--- src/rtl/core/lcg48_pkg.sv ---
package lcg48_pkg;

   localparam int unsigned StateWidth = 48;
   localparam int unsigned DrawWidth  = 31;
   localparam int unsigned BoundWidth = 32;

   localparam logic [StateWidth-1:0] LcgMult = 48'h0005_DEEC_E66D;
   localparam logic [StateWidth-1:0] LcgAdd  = 48'd11;

   // The multiplier constant is applied one 16-bit digit per cycle.
   localparam int unsigned DigitWidth = 16;
   localparam int unsigned MulDigits  = 3;
   localparam int unsigned DivSteps   = DrawWidth;

   typedef enum logic [2:0] {
      ST_IDLE,
      ST_MUL,
      ST_SCALE,
      ST_DIV,
      ST_CHECK,
      ST_FINISH
   } fsm_state_type;

   function automatic logic [DigitWidth-1:0] mult_digit(input logic [1:0] idx);
      logic [DigitWidth-1:0] digit;
      case (idx)
         2'd0:    digit = LcgMult[15:0];
         2'd1:    digit = LcgMult[31:16];
         default: digit = LcgMult[47:32];
      endcase
      return digit;
   endfunction

endpackage

--- src/rtl/core/lcg48_bounded_random_unit.sv ---
// Bounded random number unit built on a 48-bit linear congruential generator.
// A request carries a signed 32-bit bound on req_bound; the response returns
// one integer in [0, bound) on rsp_value. A bound of zero or less returns 0
// without advancing the generator. Writing csr_wr_data with csr_wr_en high
// reseeds the generator with the seed XOR the multiplier; do this while idle.
// Both channels use valid/ready. One request is in flight at a time, and
// req_ready is low from acceptance until its result is moved to the output
// register. A generator step runs in the shared 48x16 multiplier.
// A power-of-two bound then goes through a scaling state that keeps the
// top bits of the draw times the bound. Any other bound goes through the
// bit-serial remainder unit and then the rejection test; a rejected draw
// repeats the generator step, the remainder and the test. A nonpositive
// bound goes straight to the response without a generator step.
// The output register lets a new request enter while a response waits; if
// the receiver stalls, the next result is held until the register frees up.
// Synchronous reset clears the handshakes and loads the generator state with
// the scrambled zero seed.
module lcg48_bounded_random_unit
   import lcg48_pkg::*;
(
   input  logic                        clock,
   input  logic                        reset,
   input  logic                        req_valid,
   output logic                        req_ready,
   input  logic signed [BoundWidth-1:0] req_bound,
   output logic                        rsp_valid,
   input  logic                        rsp_ready,
   output logic [DrawWidth-1:0]        rsp_value,
   input  logic                        csr_wr_en,
   input  logic [StateWidth-1:0]       csr_wr_data
);

   fsm_state_type state_ff, state_in;

   logic [StateWidth-1:0] lcg_ff, lcg_in;
   logic [StateWidth-1:0] acc_ff, acc_in;
   logic [BoundWidth-1:0] bound_ff, bound_in;
   logic [DrawWidth-1:0]  draw_ff, draw_in;
   logic [DrawWidth-1:0]  div_shift_ff, div_shift_in;
   logic [BoundWidth-1:0] rem_ff, rem_in;
   logic [DrawWidth-1:0]  result_ff, result_in;
   logic [4:0]            cnt_ff, cnt_in;
   logic                  rsp_valid_ff, rsp_valid_in;
   logic [DrawWidth-1:0]  rsp_value_ff, rsp_value_in;

   logic                          req_nonpos;
   logic                          bound_pow2;
   logic                          mul_last;
   logic                          div_last;
   logic                          out_free;
   logic                          reject;
   logic [63:0]                   mul_prod;
   logic [StateWidth-1:0]         mul_shifted;
   logic [StateWidth-1:0]         acc_next;
   logic [BoundWidth-1:0]         rem_shift;
   logic [BoundWidth-1:0]         check_sum;
   logic [2*DrawWidth-1:0]        scale_prod;

   assign req_nonpos = req_bound[BoundWidth-1] || (req_bound == '0);
   assign bound_pow2 = ((bound_ff & (~bound_ff + 32'd1)) == bound_ff);
   assign mul_last   = (cnt_ff == 5'(MulDigits - 1));
   assign div_last   = (cnt_ff == 5'(DivSteps - 1));
   assign out_free   = !rsp_valid_ff || rsp_ready;

   // Shared multiplier: one digit of the constant against the full state.
   always_comb begin
      mul_prod = 64'(lcg_ff) * 64'(mult_digit(cnt_ff[1:0]));
      case (cnt_ff[1:0])
         2'd0:    mul_shifted = mul_prod[47:0];
         2'd1:    mul_shifted = {mul_prod[31:0], 16'd0};
         default: mul_shifted = {mul_prod[15:0], 32'd0};
      endcase
      acc_next = acc_ff + mul_shifted;
   end

   // Restoring remainder step, one dividend bit per cycle.
   assign rem_shift = {rem_ff[BoundWidth-2:0], div_shift_ff[DrawWidth-1]};

   // Rejection test in 32-bit wraparound arithmetic.
   assign check_sum = {1'b0, draw_ff} - {1'b0, rem_ff[DrawWidth-1:0]} + bound_ff - 32'd1;
   assign reject    = check_sum[BoundWidth-1];

   // For a power-of-two bound the product is the draw shifted by the position
   // of the bound's single set bit.
   always_comb begin
      scale_prod = '0;
      for (int i = 0; i < DrawWidth; i++) begin
         if (bound_ff[i]) begin
            scale_prod = scale_prod | ({{DrawWidth{1'b0}}, draw_ff} << i);
         end
      end
   end

   always_comb begin
      state_in = state_ff;
      unique case (state_ff)
         ST_IDLE: begin
            if (req_valid) begin
               state_in = req_nonpos ? ST_FINISH : ST_MUL;
            end
         end
         ST_MUL: begin
            if (mul_last) begin
               state_in = bound_pow2 ? ST_SCALE : ST_DIV;
            end
         end
         ST_SCALE: state_in = ST_FINISH;
         ST_DIV: begin
            if (div_last) begin
               state_in = ST_CHECK;
            end
         end
         ST_CHECK: state_in = reject ? ST_MUL : ST_FINISH;
         ST_FINISH: begin
            if (out_free) begin
               state_in = ST_IDLE;
            end
         end
         default: state_in = ST_IDLE;
      endcase
   end

   always_comb begin
      lcg_in       = lcg_ff;
      acc_in       = acc_ff;
      bound_in     = bound_ff;
      draw_in      = draw_ff;
      div_shift_in = div_shift_ff;
      rem_in       = rem_ff;
      result_in    = result_ff;
      cnt_in       = cnt_ff;
      rsp_valid_in = rsp_valid_ff && !rsp_ready;
      rsp_value_in = rsp_value_ff;
      req_ready    = 1'b0;

      unique case (state_ff)
         ST_IDLE: begin
            req_ready = 1'b1;
            if (req_valid) begin
               bound_in  = req_bound;
               result_in = '0;
               acc_in    = LcgAdd;
               cnt_in    = '0;
            end
         end
         ST_MUL: begin
            acc_in = acc_next;
            cnt_in = cnt_ff + 5'd1;
            if (mul_last) begin
               lcg_in       = acc_next;
               draw_in      = acc_next[StateWidth-1 -: DrawWidth];
               div_shift_in = acc_next[StateWidth-1 -: DrawWidth];
               rem_in       = '0;
               cnt_in       = '0;
            end
         end
         ST_SCALE: begin
            result_in = scale_prod[2*DrawWidth-1 -: DrawWidth];
         end
         ST_DIV: begin
            rem_in       = (rem_shift >= bound_ff) ? rem_shift - bound_ff : rem_shift;
            div_shift_in = {div_shift_ff[DrawWidth-2:0], 1'b0};
            cnt_in       = cnt_ff + 5'd1;
         end
         ST_CHECK: begin
            result_in = rem_ff[DrawWidth-1:0];
            acc_in    = LcgAdd;
            cnt_in    = '0;
         end
         ST_FINISH: begin
            if (out_free) begin
               rsp_valid_in = 1'b1;
               rsp_value_in = result_ff;
            end
         end
         default: begin
         end
      endcase

      if (csr_wr_en) begin
         lcg_in = csr_wr_data ^ LcgMult;
      end
   end

   always_ff @(posedge clock) begin
      if (reset) begin
         state_ff     <= ST_IDLE;
         rsp_valid_ff <= 1'b0;
         lcg_ff       <= LcgMult;
         cnt_ff       <= '0;
      end else begin
         state_ff     <= state_in;
         rsp_valid_ff <= rsp_valid_in;
         lcg_ff       <= lcg_in;
         cnt_ff       <= cnt_in;
      end
   end

   always_ff @(posedge clock) begin
      acc_ff       <= acc_in;
      bound_ff     <= bound_in;
      draw_ff      <= draw_in;
      div_shift_ff <= div_shift_in;
      rem_ff       <= rem_in;
      result_ff    <= result_in;
      rsp_value_ff <= rsp_value_in;
   end

   assign rsp_valid = rsp_valid_ff;
   assign rsp_value = rsp_value_ff;

   // The generator moves only at the end of a step or on a reseed.
   a_lcg_stable: assert property (@(posedge clock) disable iff (reset)
      (!csr_wr_en && !(state_ff == ST_MUL && mul_last)) |=> $stable(lcg_ff))
      else $error("generator state changed outside a step or reseed");

   a_rem_below_bound: assert property (@(posedge clock) disable iff (reset)
      (state_ff == ST_CHECK) |-> (rem_ff < bound_ff))
      else $error("remainder not below bound");

   a_nonpos_zero: assert property (@(posedge clock) disable iff (reset)
      (req_valid && req_ready && req_nonpos) |=> (state_ff == ST_FINISH && result_ff == '0))
      else $error("nonpositive bound did not give zero");

   a_finish_loads_rsp: assert property (@(posedge clock) disable iff (reset)
      (state_ff == ST_FINISH && out_free) |=> (rsp_valid_ff && state_ff == ST_IDLE))
      else $error("finished result not moved to output register");

endmodule
--- config.mk ---
export PLATFORM = sky130hd
export DESIGN_NAME = lcg48_bounded_random_unit
export DESIGN_NICKNAME = d
export VERILOG_FILES = /design/src/rtl/core/lcg48_pkg.sv /design/src/rtl/core/lcg48_bounded_random_unit.sv
export SDC_FILE = /design/constraint.sdc
export NUM_CORES = 2
export LEC_CHECK = 0
export ABC_CLOCK_PERIOD_IN_PS = 8600
export BUFFER_PORTS_ARGS = -buffer_cell sky130_fd_sc_hd__buf_2
export CORE_ASPECT_RATIO = 2
export CORE_UTILIZATION = 25
export DETAILED_ROUTE_END_ITERATION = 7
export PLACE_DENSITY = 0.48
export SLEW_MARGIN = 20
export SYNTH_ARGS = -nofsm -noshare
export SYNTH_HDL_FRONTEND = slang
export SYNTH_SLANG_ARGS = --single-unit
--- constraint.sdc ---
create_clock -name clock -period 8.6 [get_ports clock]
set_input_delay 1.72 -clock clock [delete_from_list [all_inputs] [get_ports clock]]
set_output_delay 1.72 -clock clock [all_outputs]
set_load 0.05 [all_outputs]
==> results.ini <==
[floorplanning]
die_x_um = 268
die_y_um = 534
rows = 194
pin_count = 118
die_area_um2 = 143000
start_util_pct = 25.2
core-area_um2 = 140000

[grt]
met3_usage_pct = 2.22
grt_pass1_wl_um = 206000
grt_overflow_total = 0
grt.met1_usage_pct = 19.1
grt_usage_pct = 19.6
grt_max_degree = 63
grt_busiest_layer = met2
grt_pass1_vias = 32600
use_met2_pct = 38.1
antenna_found_initial = 6

[synthesis]
synth_area_leaders = fa_1, edfxtp_1, ha_1, inv_1, dfxtp_1
synthDistinctLibCells = 82
yosys.area.top_type = fa_1
yosys_warnings = 0
yosysSeqAreaShare_pct = 23.2
avgSynthCellArea_um2 = 9.59
synth_area_um2 = 35300
yosysTopAreaCellShare_pct = 24.5
synth-edff-count = 235
yosysMostFrequentCell = inv_1
synth_flop_cell = edfxtp_1
yosys_register_bits = 292
synth_common_cells = inv_1, fa_1, ha_1
synthArstFlopShare_pct = 0
synth.net_count = 4514
synthCells = 3683

[sta]
rsz0062_at_grt = yes
relSlewSlack_pct = 24.3
hold_violations = 0
period_share_pct = 102
finalSetupViolCount = 16
maxSlewViolCount = 0
layout_setup_ws_ps = -154
clock.fmax_ghz = 0.114
tightest_slew_ps = 1130
fin_crit_ps = 8750
finalClockSkew_ps = 39.6
whs_ps = 406

[clock_tree]
clk_latency_ps = 600
cts_buffer_depth = 3
cts_tree = built
cts_buffers = 37
hold_buffers = 0
cts-root-buf = clkbuf_16
cts.clk_slew.worst_paths_ps = 70
clkSinkCount = 292
h-tree-depth = 2

[final_layout]
layout-drive-gt1-share_pct = 23.7
stdcell_count = 6079
fillers = 14700
area_growth_syn_to_layout_pct = 26.0
finish.utilization_pct = 31.8
nNetsFinal = 5018

[worst_setup_path]
slowest_delay_ps = 560
criticalPathCategory = reg -> reg
cp_max_fo = 5
cp.arrival_ps = 9100
crit_required_ps = 8940
start_kind = register
cp_slowest_cell = fa_2
cp-end-kind = register

[job]
drv_cap = 0

[route]
ant_nets = 0
vias = 30000
drt_iter0_markers = 1979
drc = 0
drt-vias-per-instance = 4.94
avgRoutedWirePerCell_um = 23.2
wirelength_um = 141000
dr.pass1.iters = 6

[place]
placedCellCount = 5947
pre_cts_ws_ps = -707
numPortBuffers = 117
hpwl_um = 114000
gp_congestion = 0.953

[status]
violations = negative setup slack
status = finished, violations left

[worst_hold_path]
min_path_type = reg -> reg

==> worst max-delay path: cells and delay by family, from the launching register on <==
| kind | cells | cell delay, ps |
|---|---|---|
| adder cells (fa/ha/maj) | 9 | 3840 |
| AND/OR/NAND/NOR | 9 | 1620 |
| buffers and inverters | 8 | 900 |
| flip-flops | 1 | 350 |
| XOR/XNOR | 1 | 280 |
| AO/OA/AOI/OAI | 9 | 1500 |
==> sequential cells by signal, summed over array words and instances (netlist names) <==
signal	count
acc_ff	48
lcg_ff	48
bound_ff	32
div_shift_ff	31
draw_ff	31
rem_ff	31
result_ff	31
rsp_value	31
cnt_ff	5
state_ff	3
rsp_valid	1
==> per-stage QoR <==
| stage | area, um2 | setup TNS (ps) |
|---|---|---|
| 2_1_floorplan | 35400 | 0 |
| 3_3_place_gp | 41100 | -19190 |
| 3_5_place_dp | 41100 | -25420 |
| 4_1_cts | 43500 | -533 |
| 5_1_grt | 44500 | -15170 |
| 6_report | 44500 | -1300 |
==> repair_timing <==
item | 4_1_cts | 5_1_grt
gates cloned | 0 | 1
pin swaps | 115 | 80
setup endpoints to repair | 82 | 84
setup buffers | 47 | 27
gates resized for setup | 202 | 184
==> layout by cell type, fill, tap and decap left out, types with 54 or more instances in the layout <==
cell type  synthesis  final
a21o_1            86     85
a21oi_1          161    123
a22oi_1          125    122
and2_1           108     83
buf_2              0    117
buf_4              0    486
dfxtp_1           57     56
edfxtp_1         235    235
fa_1             433    416
ha_1             313    282
inv_1            605    582
nand2_1          242    226
nand2b_1          56     54
nand4_1           59     59
nor2_1           188    180
nor2b_1           72     59
o21ai_0          144    107
xnor2_1           99     87
==> cell families (layout without fill, tap and decap cells) <==
family	Yosys count	after routing	share of synthesized area (%)
xor+xnor	142	142	3.52
flops	292	292	23.2
compound gates	814	814	15.7
mux	30	30	0.860
buf+inv	790	1322	8.68
simple gates	863	863	12.3
fa+ha+maj	752	752	35.8
other cells	0	2	0
==> cell type report <==
class,count,area (um2),share of cell area (%)
Multi-Input combinational cell,2601,25600,57.5
Timing Repair Buffer,644,4800,10.8
Antenna cell,2,5.00,0.0112
Clock inverter,23,315,0.708
Sequential cell,292,8200,18.4
Tap cell,1862,2330,5.23
Clock buffer,44,962,2.16
Inverter,611,2300,5.16
==> final timing paths <==
| check | slack, ps | endpoint | start | depth (start not counted) |
|---|---|---|---|---|
| setup / recovery | -150 | div_shift_ff[29] | cnt_ff[1] | 36 |
| hold / removal | 410 | rsp_value[6] | result_ff[6] | 0 |
| setup reg to reg | -150 | div_shift_ff[29] | cnt_ff[1] | 36 |
| hold reg to reg | 410 | rsp_value[6] | result_ff[6] | 0 |
==> routing by layer <==
metal | wire length [um] | vias to the layer above
met4 | 11300 | 2
met5 | 13 | -
met3 | 5980 | 507
li1 | - | 13600
met1 | 46900 | 14800
met2 | 76700 | 1126
Power is left out: the tool's default activity adds up to more than one toggle a clock period on the data nets, which glitch-free logic cannot reach.
